**src/hw/rtl/rlewl_pkg.sv**
```systemverilog
// shared types and constants of the run-length encoder with literal runs
package rlewl_pkg;

	// run length and literal count width, covers the largest chunk size of 78
	localparam int LEN_W = 7;
	localparam int QUEUE_DEPTH = 2;

	localparam logic [7:0] RUN_MARK   = 8'd127;
	localparam logic [7:0] COUNT_BIAS = 8'd48;

	localparam logic [4:0] THR_RESET = 5'd5;

	// register index taken from paddr[2]
	localparam logic REG_RUN_THRESHOLD = 1'b0;

	// one close-run job for the back end; len of zero means no run to close
	typedef struct packed {
		logic [7:0]       val;
		logic [LEN_W-1:0] len;
		logic             flush;
		logic             item_end;
		logic             strm_last;
	} cmd_t;

endpackage

```
**src/hw/rtl/rlewl_queue.sv**
```systemverilog
// two-entry command queue between the front and back ends
module rlewl_queue (
	input  logic              clk,
	input  logic              arst_n,
	input  logic              push,
	input  rlewl_pkg::cmd_t   push_cmd,
	output logic              full,
	output logic              cmd_valid,
	output rlewl_pkg::cmd_t   cmd,
	input  logic              pop
);

	localparam int PTR_W = $clog2(rlewl_pkg::QUEUE_DEPTH);
	localparam int CNT_W = $clog2(rlewl_pkg::QUEUE_DEPTH + 1);

	rlewl_pkg::cmd_t   entry_q [rlewl_pkg::QUEUE_DEPTH];
	logic [PTR_W-1:0]  wr_ptr_q;
	logic [PTR_W-1:0]  rd_ptr_q;
	logic [CNT_W-1:0]  fill_q;
	logic              do_push;
	logic              do_pop;

	assign full      = fill_q == CNT_W'(rlewl_pkg::QUEUE_DEPTH);
	assign cmd_valid = fill_q != '0;
	assign cmd       = entry_q[rd_ptr_q];
	assign do_push   = push && !full;
	assign do_pop    = pop && cmd_valid;

	always_ff @(posedge clk or negedge arst_n) begin
		if (!arst_n) begin
			wr_ptr_q <= '0;
			rd_ptr_q <= '0;
			fill_q   <= '0;
		end else begin
			if (do_push) wr_ptr_q <= wr_ptr_q + PTR_W'(1);
			if (do_pop)  rd_ptr_q <= rd_ptr_q + PTR_W'(1);
			if (do_push && !do_pop) fill_q <= fill_q + CNT_W'(1);
			else if (do_pop && !do_push) fill_q <= fill_q - CNT_W'(1);
		end
	end

	always_ff @(posedge clk) begin
		if (do_push) entry_q[wr_ptr_q] <= push_cmd;
	end

endmodule

```
**src/hw/rtl/rlewl_front.sv**
```systemverilog
// front end: tracks the open run and turns input beats into close-run commands
module rlewl_front #(
	parameter int CHUNK_SIZE = 16
) (
	input  logic              clk,
	input  logic              arst_n,
	input  logic              data_valid,
	output logic              data_stall,
	input  logic [7:0]        data_byte,
	input  logic              stream_last,
	output logic              push,
	output rlewl_pkg::cmd_t   push_cmd,
	input  logic              q_full
);

	localparam int LW = rlewl_pkg::LEN_W;
	localparam logic [LW-1:0] CHUNK_LEN = LW'(CHUNK_SIZE);

	logic [7:0]       run_val_q;
	logic [LW-1:0]    run_len_q;
	logic             pend_v_q;
	rlewl_pkg::cmd_t  pend_q;
	logic             accept;
	logic             extend;
	rlewl_pkg::cmd_t  new_run_cmd;

	assign data_stall = pend_v_q || q_full;
	assign accept     = data_valid && !data_stall;
	assign extend     = (run_len_q != '0) && (data_byte == run_val_q) && (run_len_q < CHUNK_LEN);

	// final beat opening a fresh run: close it at once and flush
	assign new_run_cmd = '{val: data_byte, len: LW'(1), flush: 1'b1, item_end: 1'b1,
		strm_last: 1'b1};

	always_comb begin
		push     = 1'b0;
		push_cmd = '0;
		if (pend_v_q) begin
			push     = !q_full;
			push_cmd = pend_q;
		end else if (accept) begin
			if (extend && stream_last) begin
				push     = 1'b1;
				push_cmd = '{val: run_val_q, len: run_len_q + LW'(1), flush: 1'b1,
					item_end: 1'b1, strm_last: 1'b1};
			end else if (!extend && run_len_q != '0) begin
				push     = 1'b1;
				push_cmd = '{val: run_val_q, len: run_len_q, flush: 1'b0,
					item_end: !stream_last, strm_last: 1'b0};
			end else if (!extend && stream_last) begin
				push     = 1'b1;
				push_cmd = new_run_cmd;
			end
		end
	end

	always_ff @(posedge clk or negedge arst_n) begin
		if (!arst_n) begin
			run_val_q <= '0;
			run_len_q <= '0;
			pend_v_q  <= 1'b0;
		end else begin
			if (accept) begin
				if (stream_last) begin
					run_val_q <= '0;
					run_len_q <= '0;
				end else if (extend) begin
					run_len_q <= run_len_q + LW'(1);
				end else begin
					run_val_q <= data_byte;
					run_len_q <= LW'(1);
				end
			end
			if (accept && stream_last && !extend && run_len_q != '0) pend_v_q <= 1'b1;
			else if (pend_v_q && !q_full) pend_v_q <= 1'b0;
		end
	end

	always_ff @(posedge clk) begin
		if (accept) pend_q <= new_run_cmd;
	end

endmodule

```
**src/hw/rtl/rlewl_back.sv**
```systemverilog
// back end: literal buffer, marker triples and the output register
module rlewl_back #(
	parameter int CHUNK_SIZE = 16
) (
	input  logic              clk,
	input  logic              arst_n,
	input  logic [4:0]        thr,
	input  logic              cmd_valid,
	input  rlewl_pkg::cmd_t   cmd,
	output logic              cmd_pop,
	output logic              code_valid,
	input  logic              code_stall,
	output logic [7:0]        code_byte,
	output logic              last_of_item,
	output logic              stream_done
);

	localparam int LW    = rlewl_pkg::LEN_W;
	localparam int IDX_W = $clog2(CHUNK_SIZE);
	localparam logic [LW-1:0] CHUNK_LEN = LW'(CHUNK_SIZE);

	localparam logic [3:0] ST_IDLE = 4'd0;
	localparam logic [3:0] ST_RUN  = 4'd1;
	localparam logic [3:0] ST_ADD  = 4'd2;
	localparam logic [3:0] ST_POST = 4'd3;
	localparam logic [3:0] ST_FIN  = 4'd4;
	localparam logic [3:0] ST_FHDR = 4'd5;
	localparam logic [3:0] ST_FDAT = 4'd6;
	localparam logic [3:0] ST_MARK = 4'd7;
	localparam logic [3:0] ST_MVAL = 4'd8;
	localparam logic [3:0] ST_MLEN = 4'd9;

	logic [3:0]       st_q;
	logic [3:0]       ret_q;
	logic [7:0]       val_q;
	logic [LW-1:0]    len_q;
	logic [LW-1:0]    rem_q;
	logic             flush_q;
	logic             end_q;
	logic             last_q;
	logic [LW-1:0]    cnt_q;
	logic [LW-1:0]    idx_q;
	logic [7:0]       store [CHUNK_SIZE];
	logic [7:0]       rdata_q;
	logic             hold_v_q;
	logic [7:0]       hold_q;
	logic             out_v_q;
	logic [7:0]       out_byte_q;
	logic             out_last_q;
	logic             out_done_q;

	logic             out_free;
	logic             can_emit;
	logic             emit_en;
	logic [7:0]       emit_byte;
	logic             rd_en;
	logic [IDX_W-1:0] rd_addr;
	logic             tag_en;
	logic             fin_go;
	logic [LW-1:0]    idx_nxt;
	logic [LW-1:0]    cnt_nxt;

	assign out_free = !out_v_q || !code_stall;
	assign can_emit = !hold_v_q || out_free;
	assign idx_nxt  = idx_q + LW'(1);
	assign cnt_nxt  = cnt_q + LW'(1);
	assign fin_go   = !(end_q && hold_v_q) || out_free;
	assign cmd_pop  = (st_q == ST_IDLE) && cmd_valid;

	always_comb begin
		emit_en   = 1'b0;
		emit_byte = '0;
		rd_en     = 1'b0;
		rd_addr   = '0;
		tag_en    = 1'b0;
		case (st_q)
			ST_FHDR: begin
				emit_en   = can_emit;
				emit_byte = 8'(cnt_q) + rlewl_pkg::COUNT_BIAS;
				rd_en     = can_emit;
			end
			ST_FDAT: begin
				emit_en   = can_emit;
				emit_byte = rdata_q;
				rd_en     = can_emit && (idx_nxt < cnt_q);
				rd_addr   = idx_nxt[IDX_W-1:0];
			end
			ST_MARK: begin
				emit_en   = can_emit;
				emit_byte = rlewl_pkg::RUN_MARK;
			end
			ST_MVAL: begin
				emit_en   = can_emit;
				emit_byte = val_q;
			end
			ST_MLEN: begin
				emit_en   = can_emit;
				emit_byte = 8'(len_q) + rlewl_pkg::COUNT_BIAS;
			end
			ST_FIN: begin
				tag_en = end_q && hold_v_q && out_free;
			end
			default: begin
				emit_en = 1'b0;
			end
		endcase
	end

	// sequencer
	always_ff @(posedge clk or negedge arst_n) begin
		if (!arst_n) begin
			st_q  <= ST_IDLE;
			cnt_q <= '0;
		end else begin
			case (st_q)
				ST_IDLE: begin
					if (cmd_valid) st_q <= ST_RUN;
				end
				ST_RUN: begin
					if (rem_q == '0) st_q <= ST_POST;
					else if (rem_q < LW'(thr)) st_q <= ST_ADD;
					else if (cnt_q != '0) st_q <= ST_FHDR;
					else st_q <= ST_MARK;
				end
				ST_ADD: begin
					cnt_q <= cnt_nxt;
					if (cnt_nxt == CHUNK_LEN) st_q <= ST_FHDR;
					else if (rem_q == LW'(1)) st_q <= ST_POST;
				end
				ST_POST: begin
					if (flush_q && cnt_q != '0) st_q <= ST_FHDR;
					else st_q <= ST_FIN;
				end
				ST_FHDR: begin
					if (can_emit) st_q <= ST_FDAT;
				end
				ST_FDAT: begin
					if (can_emit && idx_nxt == cnt_q) begin
						cnt_q <= '0;
						st_q  <= ret_q;
					end
				end
				ST_MARK: begin
					if (can_emit) st_q <= ST_MVAL;
				end
				ST_MVAL: begin
					if (can_emit) st_q <= ST_MLEN;
				end
				ST_MLEN: begin
					if (can_emit) st_q <= ST_POST;
				end
				ST_FIN: begin
					if (fin_go) st_q <= ST_IDLE;
				end
				default: begin
					st_q <= ST_IDLE;
				end
			endcase
		end
	end

	// command fields, flush return point and read index
	always_ff @(posedge clk) begin
		if (cmd_pop) begin
			val_q   <= cmd.val;
			len_q   <= cmd.len;
			rem_q   <= cmd.len;
			flush_q <= cmd.flush;
			end_q   <= cmd.item_end;
			last_q  <= cmd.strm_last;
		end
		if (st_q == ST_RUN) ret_q <= ST_MARK;
		if (st_q == ST_POST) ret_q <= ST_FIN;
		if (st_q == ST_ADD) begin
			rem_q <= rem_q - LW'(1);
			ret_q <= (rem_q == LW'(1)) ? ST_POST : ST_ADD;
		end
		if (st_q == ST_FHDR) idx_q <= '0;
		else if (st_q == ST_FDAT && can_emit) idx_q <= idx_nxt;
	end

	// literal buffer, read data registered
	always_ff @(posedge clk) begin
		if (st_q == ST_ADD) store[cnt_q[IDX_W-1:0]] <= val_q;
		if (rd_en) rdata_q <= store[rd_addr];
	end

	// one byte is held back until it is known whether it closes the item
	always_ff @(posedge clk or negedge arst_n) begin
		if (!arst_n) begin
			hold_v_q <= 1'b0;
			out_v_q  <= 1'b0;
		end else begin
			if (emit_en) hold_v_q <= 1'b1;
			else if (tag_en) hold_v_q <= 1'b0;
			if ((emit_en && hold_v_q) || tag_en) out_v_q <= 1'b1;
			else if (!code_stall) out_v_q <= 1'b0;
		end
	end

	always_ff @(posedge clk) begin
		if (emit_en) hold_q <= emit_byte;
		if ((emit_en && hold_v_q) || tag_en) begin
			out_byte_q <= hold_q;
			out_last_q <= tag_en;
			out_done_q <= tag_en && last_q;
		end
	end

	assign code_valid   = out_v_q;
	assign code_byte    = out_byte_q;
	assign last_of_item = out_last_q;
	assign stream_done  = out_done_q;

endmodule

```
**src/hw/rtl/run_length_encoder_with_literals.sv**
```systemverilog
// top level of the run-length encoder with literal runs
//
//  channel  | beat carries                          | handshake
//  ---------+---------------------------------------+------------------------
//  data     | data_byte, stream_last                | data_valid / data_stall
//  code     | code_byte, last_of_item, stream_done  | code_valid / code_stall
//  config   | run_threshold at byte address 0       | apb, pready tied high
//
// a byte that extends or opens a run is taken unless the queue is full or a command waits; a byte
// that closes a run costs back-end time for each literal added or each byte sent, plus command
// handling; the back-end sequencer and its literal buffer set the pace
// the two-entry command queue lets the front keep taking bytes while the back is busy
// reset clears runs, literal count, queue and output; run_threshold returns to 5
// code_stall holds the output register, a further byte waits in a hold stage
module run_length_encoder_with_literals #(
	parameter int CHUNK_SIZE = 16
) (
	input  logic        clk,
	input  logic        arst_n,
	input  logic        data_valid,
	output logic        data_stall,
	input  logic [7:0]  data_byte,
	input  logic        stream_last,
	output logic        code_valid,
	input  logic        code_stall,
	output logic [7:0]  code_byte,
	output logic        last_of_item,
	output logic        stream_done,
	input  logic        psel,
	input  logic        penable,
	input  logic        pwrite,
	input  logic [2:0]  paddr,
	input  logic [31:0] pwdata,
	output logic [31:0] prdata,
	output logic        pready
);

	logic [4:0]       thr_q;
	logic             push;
	rlewl_pkg::cmd_t  push_cmd;
	logic             q_full;
	logic             cmd_valid;
	rlewl_pkg::cmd_t  cmd;
	logic             cmd_pop;

	assign pready = 1'b1;
	assign prdata = (paddr[2] == rlewl_pkg::REG_RUN_THRESHOLD) ? 32'(thr_q) : '0;

	always_ff @(posedge clk or negedge arst_n) begin
		if (!arst_n) begin
			thr_q <= rlewl_pkg::THR_RESET;
		end else if (psel && penable && pwrite && pready
			&& paddr[2] == rlewl_pkg::REG_RUN_THRESHOLD) begin
			thr_q <= pwdata[4:0];
		end
	end

	rlewl_front #(.CHUNK_SIZE(CHUNK_SIZE)) u_front (
		.clk        (clk),
		.arst_n     (arst_n),
		.data_valid (data_valid),
		.data_stall (data_stall),
		.data_byte  (data_byte),
		.stream_last(stream_last),
		.push       (push),
		.push_cmd   (push_cmd),
		.q_full     (q_full)
	);

	rlewl_queue u_queue (
		.clk      (clk),
		.arst_n   (arst_n),
		.push     (push),
		.push_cmd (push_cmd),
		.full     (q_full),
		.cmd_valid(cmd_valid),
		.cmd      (cmd),
		.pop      (cmd_pop)
	);

	rlewl_back #(.CHUNK_SIZE(CHUNK_SIZE)) u_back (
		.clk         (clk),
		.arst_n      (arst_n),
		.thr         (thr_q),
		.cmd_valid   (cmd_valid),
		.cmd         (cmd),
		.cmd_pop     (cmd_pop),
		.code_valid  (code_valid),
		.code_stall  (code_stall),
		.code_byte   (code_byte),
		.last_of_item(last_of_item),
		.stream_done (stream_done)
	);

endmodule

```
**config.mk**
```make
export PLATFORM = sky130hd
export DESIGN_NAME = run_length_encoder_with_literals
export DESIGN_NICKNAME = d
export VERILOG_FILES = /design/src/hw/rtl/rlewl_pkg.sv /design/src/hw/rtl/rlewl_queue.sv /design/src/hw/rtl/rlewl_front.sv /design/src/hw/rtl/rlewl_back.sv /design/src/hw/rtl/run_length_encoder_with_literals.sv
export SDC_FILE = /design/constraint.sdc
export NUM_CORES = 1
export LEC_CHECK = 0
export BUFFER_PORTS_ARGS = -buffer_cell sky130_fd_sc_hd__buf_2
export CORE_MARGIN = 4
export CORE_UTILIZATION = 50
export CTS_BUF_LIST = sky130_fd_sc_hd__clkbuf_2 sky130_fd_sc_hd__clkbuf_4 sky130_fd_sc_hd__clkbuf_8
export DETAILED_ROUTE_END_ITERATION = 8
export PLACE_DENSITY = 0.68
export SETUP_SLACK_MARGIN = 0.1
export SYNTH_ARGS = -nofsm -noshare
export SYNTH_HDL_FRONTEND = slang
export SYNTH_SLANG_ARGS = --single-unit
```
**constraint.sdc**
```tcl
create_clock -name clk -period 3.8 [get_ports clk]
set_input_delay 0 -clock clk [delete_from_list [all_inputs] [get_ports clk]]
set_output_delay 0 -clock clk [all_outputs]
set_load 0.005 [all_outputs]
```
==> impl_metrics.ini <==
[worst_setup_path]
path_cells = ha_1 > xnor2_2 > inv_2 > ha_1 > nand3_1 > nor2_1 > a21oi_1 > a311o_1 > a311oi_1 > a21oi_1
path_max_fanout = 24
rr_worst_depth = 10
rr_endpoint = u_back.st_q[1]$_DFFE_PN0P_
endpoint_kind = register
path_delay_family = compound AO/OA/AOI/OAI gates
crit-reg2reg-launch = u_back.idx_q[0]$_SDFFE_PP0P_
worst_setup_path_start_kind = register
critical_path_class = reg -> reg
crit_path_max_incr_delay_ps = 420
worstPathArrival_ps = 3420
r2r_slack_ps = 810
cp_slowest_cell = a311o_1
crit_buf_inv = 1
crit_required_ps = 4230

[clock_network]
hold_buffers = 23
clk_pin_slew_ps = 70
ctsResizeCount = 0
htreeDepth = 2
clk_path_buf_depth = 3
postCtsSetupRepairBufs = 0
clk_latency_ps = 560
cts_num_sinks = 268
cts_root_buffer = clkbuf_8
cts_buffers = 44
cts_tree = yes

[synth]
ys_ff_latch = 268
yosys_warnings = 0
syn_avg_cell_area_um2 = 12.9
ys_types = 74
ys.flop_type = edfxtp_1
synth_cells = 941
synth_edf_count = 223
ys_seq_area_share_pct = 64.1
async_flop_share_pct = 14.2
synth_area_um2 = 12200

[sta]
finalHoldViolations = 0
setup_ws_ps = 810
period_needed_ps = 2990
setup_tns_ps = 0
setup_violations = 0
final-max-slew-violation-count = 0
skew_ps = 40.1
fmax_ghz = 0.334
tightestPinTransition_ps = 970
fin_crit_sh_pct = 78.7
relSlewSlack_pct = 35.3
rsz0062_at_grt = false

[die]
die_x_um = 164
dieArea_um2 = 26900
initial_utilization_pct = 51.3
rows = 56
core-area_um2 = 23700
die_h_um = 164
ioPinCount = 96

[min_path]
hold_path_class = in -> async

[route]
routedWlPerCell_um = 18.9
drt-vias-per-instance = 5.61
dr.pass1.iters = 5
num_vias = 7751
drt_iter0_drc = 840
route.final.wire_length_um = 26100
drc_errors = 0
ant_nets = 0

[power_and_ir_drop]
p_per_area_nw_per_um2 = 711
ir_drop_mv = 0.531
power.leakage_nw = 5.03
p_total_mw = 9.76

[grt]
grt.total_usage_pct = 19.8
grt_max_degree = 40
overflow = 0
grt_pass1_vias = 7689
grt_first_pass_wirelength_um = 41500
antenna_found_initial = 0

[final_layout]
drive_gt1_share_pct = 17.7
nets = 1102
n_fill_cell = 1930
stdcell_count = 1381
area_growth_pct = 13.1
antenna_cells = 0

[run_status]
status = complete, no violations

[job]
maxCapViolCount = 0

[place]
gp_congestion = 0.862
place_inst = 1278
io_buffers = 38
dp_hpwl_um = 16800
pre_cts_ws_ps = 858
==> synth_stat cells (15+ instances only) <==
cell type / count / area, um2
a21oi_1: 42 / 210
a31oi_1: 23 / 144
buf_2: 20 / 100
buf_4: 29 / 218
clkbuf_1: 15 / 56.3
dfrtp_1: 36 / 901
edfxtp_1: 223 / 6700
ha_1: 23 / 288
inv_1: 42 / 158
mux2_2: 31 / 349
mux2i_1: 23 / 230
nand2_1: 87 / 327
nand3_1: 27 / 135
nor2_1: 55 / 206
o21ai_0: 34 / 170
xor2_1: 15 / 131
==> report_power, final <==
part	internal, mW	switching [mW]	total (mW)
registers	4.10	0.568	4.67
clock network	1.46	1.11	2.58
logic	1.00	1.51	2.52
total	6.57	3.20	9.76
==> per-layer routing <==
metal	global-route usage, %	vias to the layer above	part of all wire [%]	wire length (um)
met3	3.29	44	7.1	1860
met5	0	-	0	0
met4	6.33	0	2.3	597
met1	28.0	3747	43	11300
met2	31.5	290	48	12400
li1	-	3670	-	-
==> worst register-to-register path: cells and delay by family (launching register included) <==
| family | cells | cell delay [ps] |
|---|---|---|
| buffers and inverters | 1 | 370 |
| adder cells (fa/ha/maj) | 2 | 670 |
| XOR/XNOR | 1 | 380 |
| AO/OA/AOI/OAI | 4 | 830 |
| AND/OR/NAND/NOR | 2 | 270 |
| flip-flops | 1 | 320 |
==> cells by family after synthesis <==
kind of cell / synth area share [%]
xor gates and xnor gates: 2.00
adders and majority gates: 2.37
buffers and inverters: 4.87
other: 0.0618
and+or+nand+nor: 10.9
AOI/OAI and AO/OA: 10.9
muxes: 4.77
DFF: 64.1
==> cell type report <==
cell class                      instances  area [um2]  area share (%)
Sequential cell                       268        7790            56.7
Multi-Input combinational cell        585        3870            28.2
Clock buffer                           63         779            5.67
Timing Repair Buffer                   85         601            4.37
Tap cell                              319         399            2.90
Inverter                               44         165            1.20
Clock inverter                         17         139            1.01
==> stage by stage <==
step | utilization, % | area [um2] | hold WS [ps]
after CTS | 58.0 | 13700 | 133
after global placement | 53.2 | 12600 | 206
after floorplan | - | 12300 | -296
after detailed placement | 53.2 | 12600 | 203
after global routing | 58.0 | 13700 | 210
final | 58.0 | 13700 | 140
==> state kept, by name, indices dropped and copies added, names as in the netlist, 2 cells and up <==
name	flops
u_back.hold_q	8
u_back.st_q	4
u_back.rem_q	7
u_back.len_q	7
u_front.run_val_q	8
u_back.rdata_q	8
u_back.idx_q	7
u_front.run_len_q	7
thr_q	5
u_back.store	128
u_front.pend_q	8
u_back.code_byte	8
u_back.ret_q	3
u_back.cnt_q	7
u_back.val_q	8
u_queue.entry_q	34
u_queue.fill_q	2
==> worst max-delay path by stage <==
stage / startpoint / endpoint / slack [ps] / cells past startpoint
6_report: u_back.idx_q[0]$_SDFFE_PP0P_ / u_back.st_q[1]$_DFFE_PN0P_ / 810 / 10
3_3_place_gp: u_back.idx_q[0]$_SDFFE_PP0P_ / u_back.st_q[1]$_DFFE_PN0P_ / 920 / 10
4_1_cts: u_back.idx_q[0]$_SDFFE_PP0P_ / u_back.st_q[1]$_DFFE_PN0P_ / 830 / 10
5_1_grt: u_back.idx_q[0]$_SDFFE_PP0P_ / u_back.st_q[1]$_DFFE_PN0P_ / 590 / 10
2_1_floorplan: u_back.idx_q[0]$_SDFFE_PP0P_ / u_back.rdata_q[0]$_DFFE_PP_ / 1190 / 9
3_5_place_dp: u_back.idx_q[3]$_SDFFE_PP0P_ / u_back.st_q[1]$_DFFE_PN0P_ / 860 / 10
==> cells in the final DEF (no fill, tap or decap), drive strengths merged, types with 15 or more instances in the layout <==
master       count
nand2           87
dfrtp           36
buf             62
inv             45
o21ai           43
edfxtp         223
clkbuf          63
dlygate4sd3     23
nor2            57
mux2i           23
a21oi           42
ha              23
nand3           28
mux2            31
xor2            15
a31oi           23
conb            28
Power figures use the tool's default switching activity.
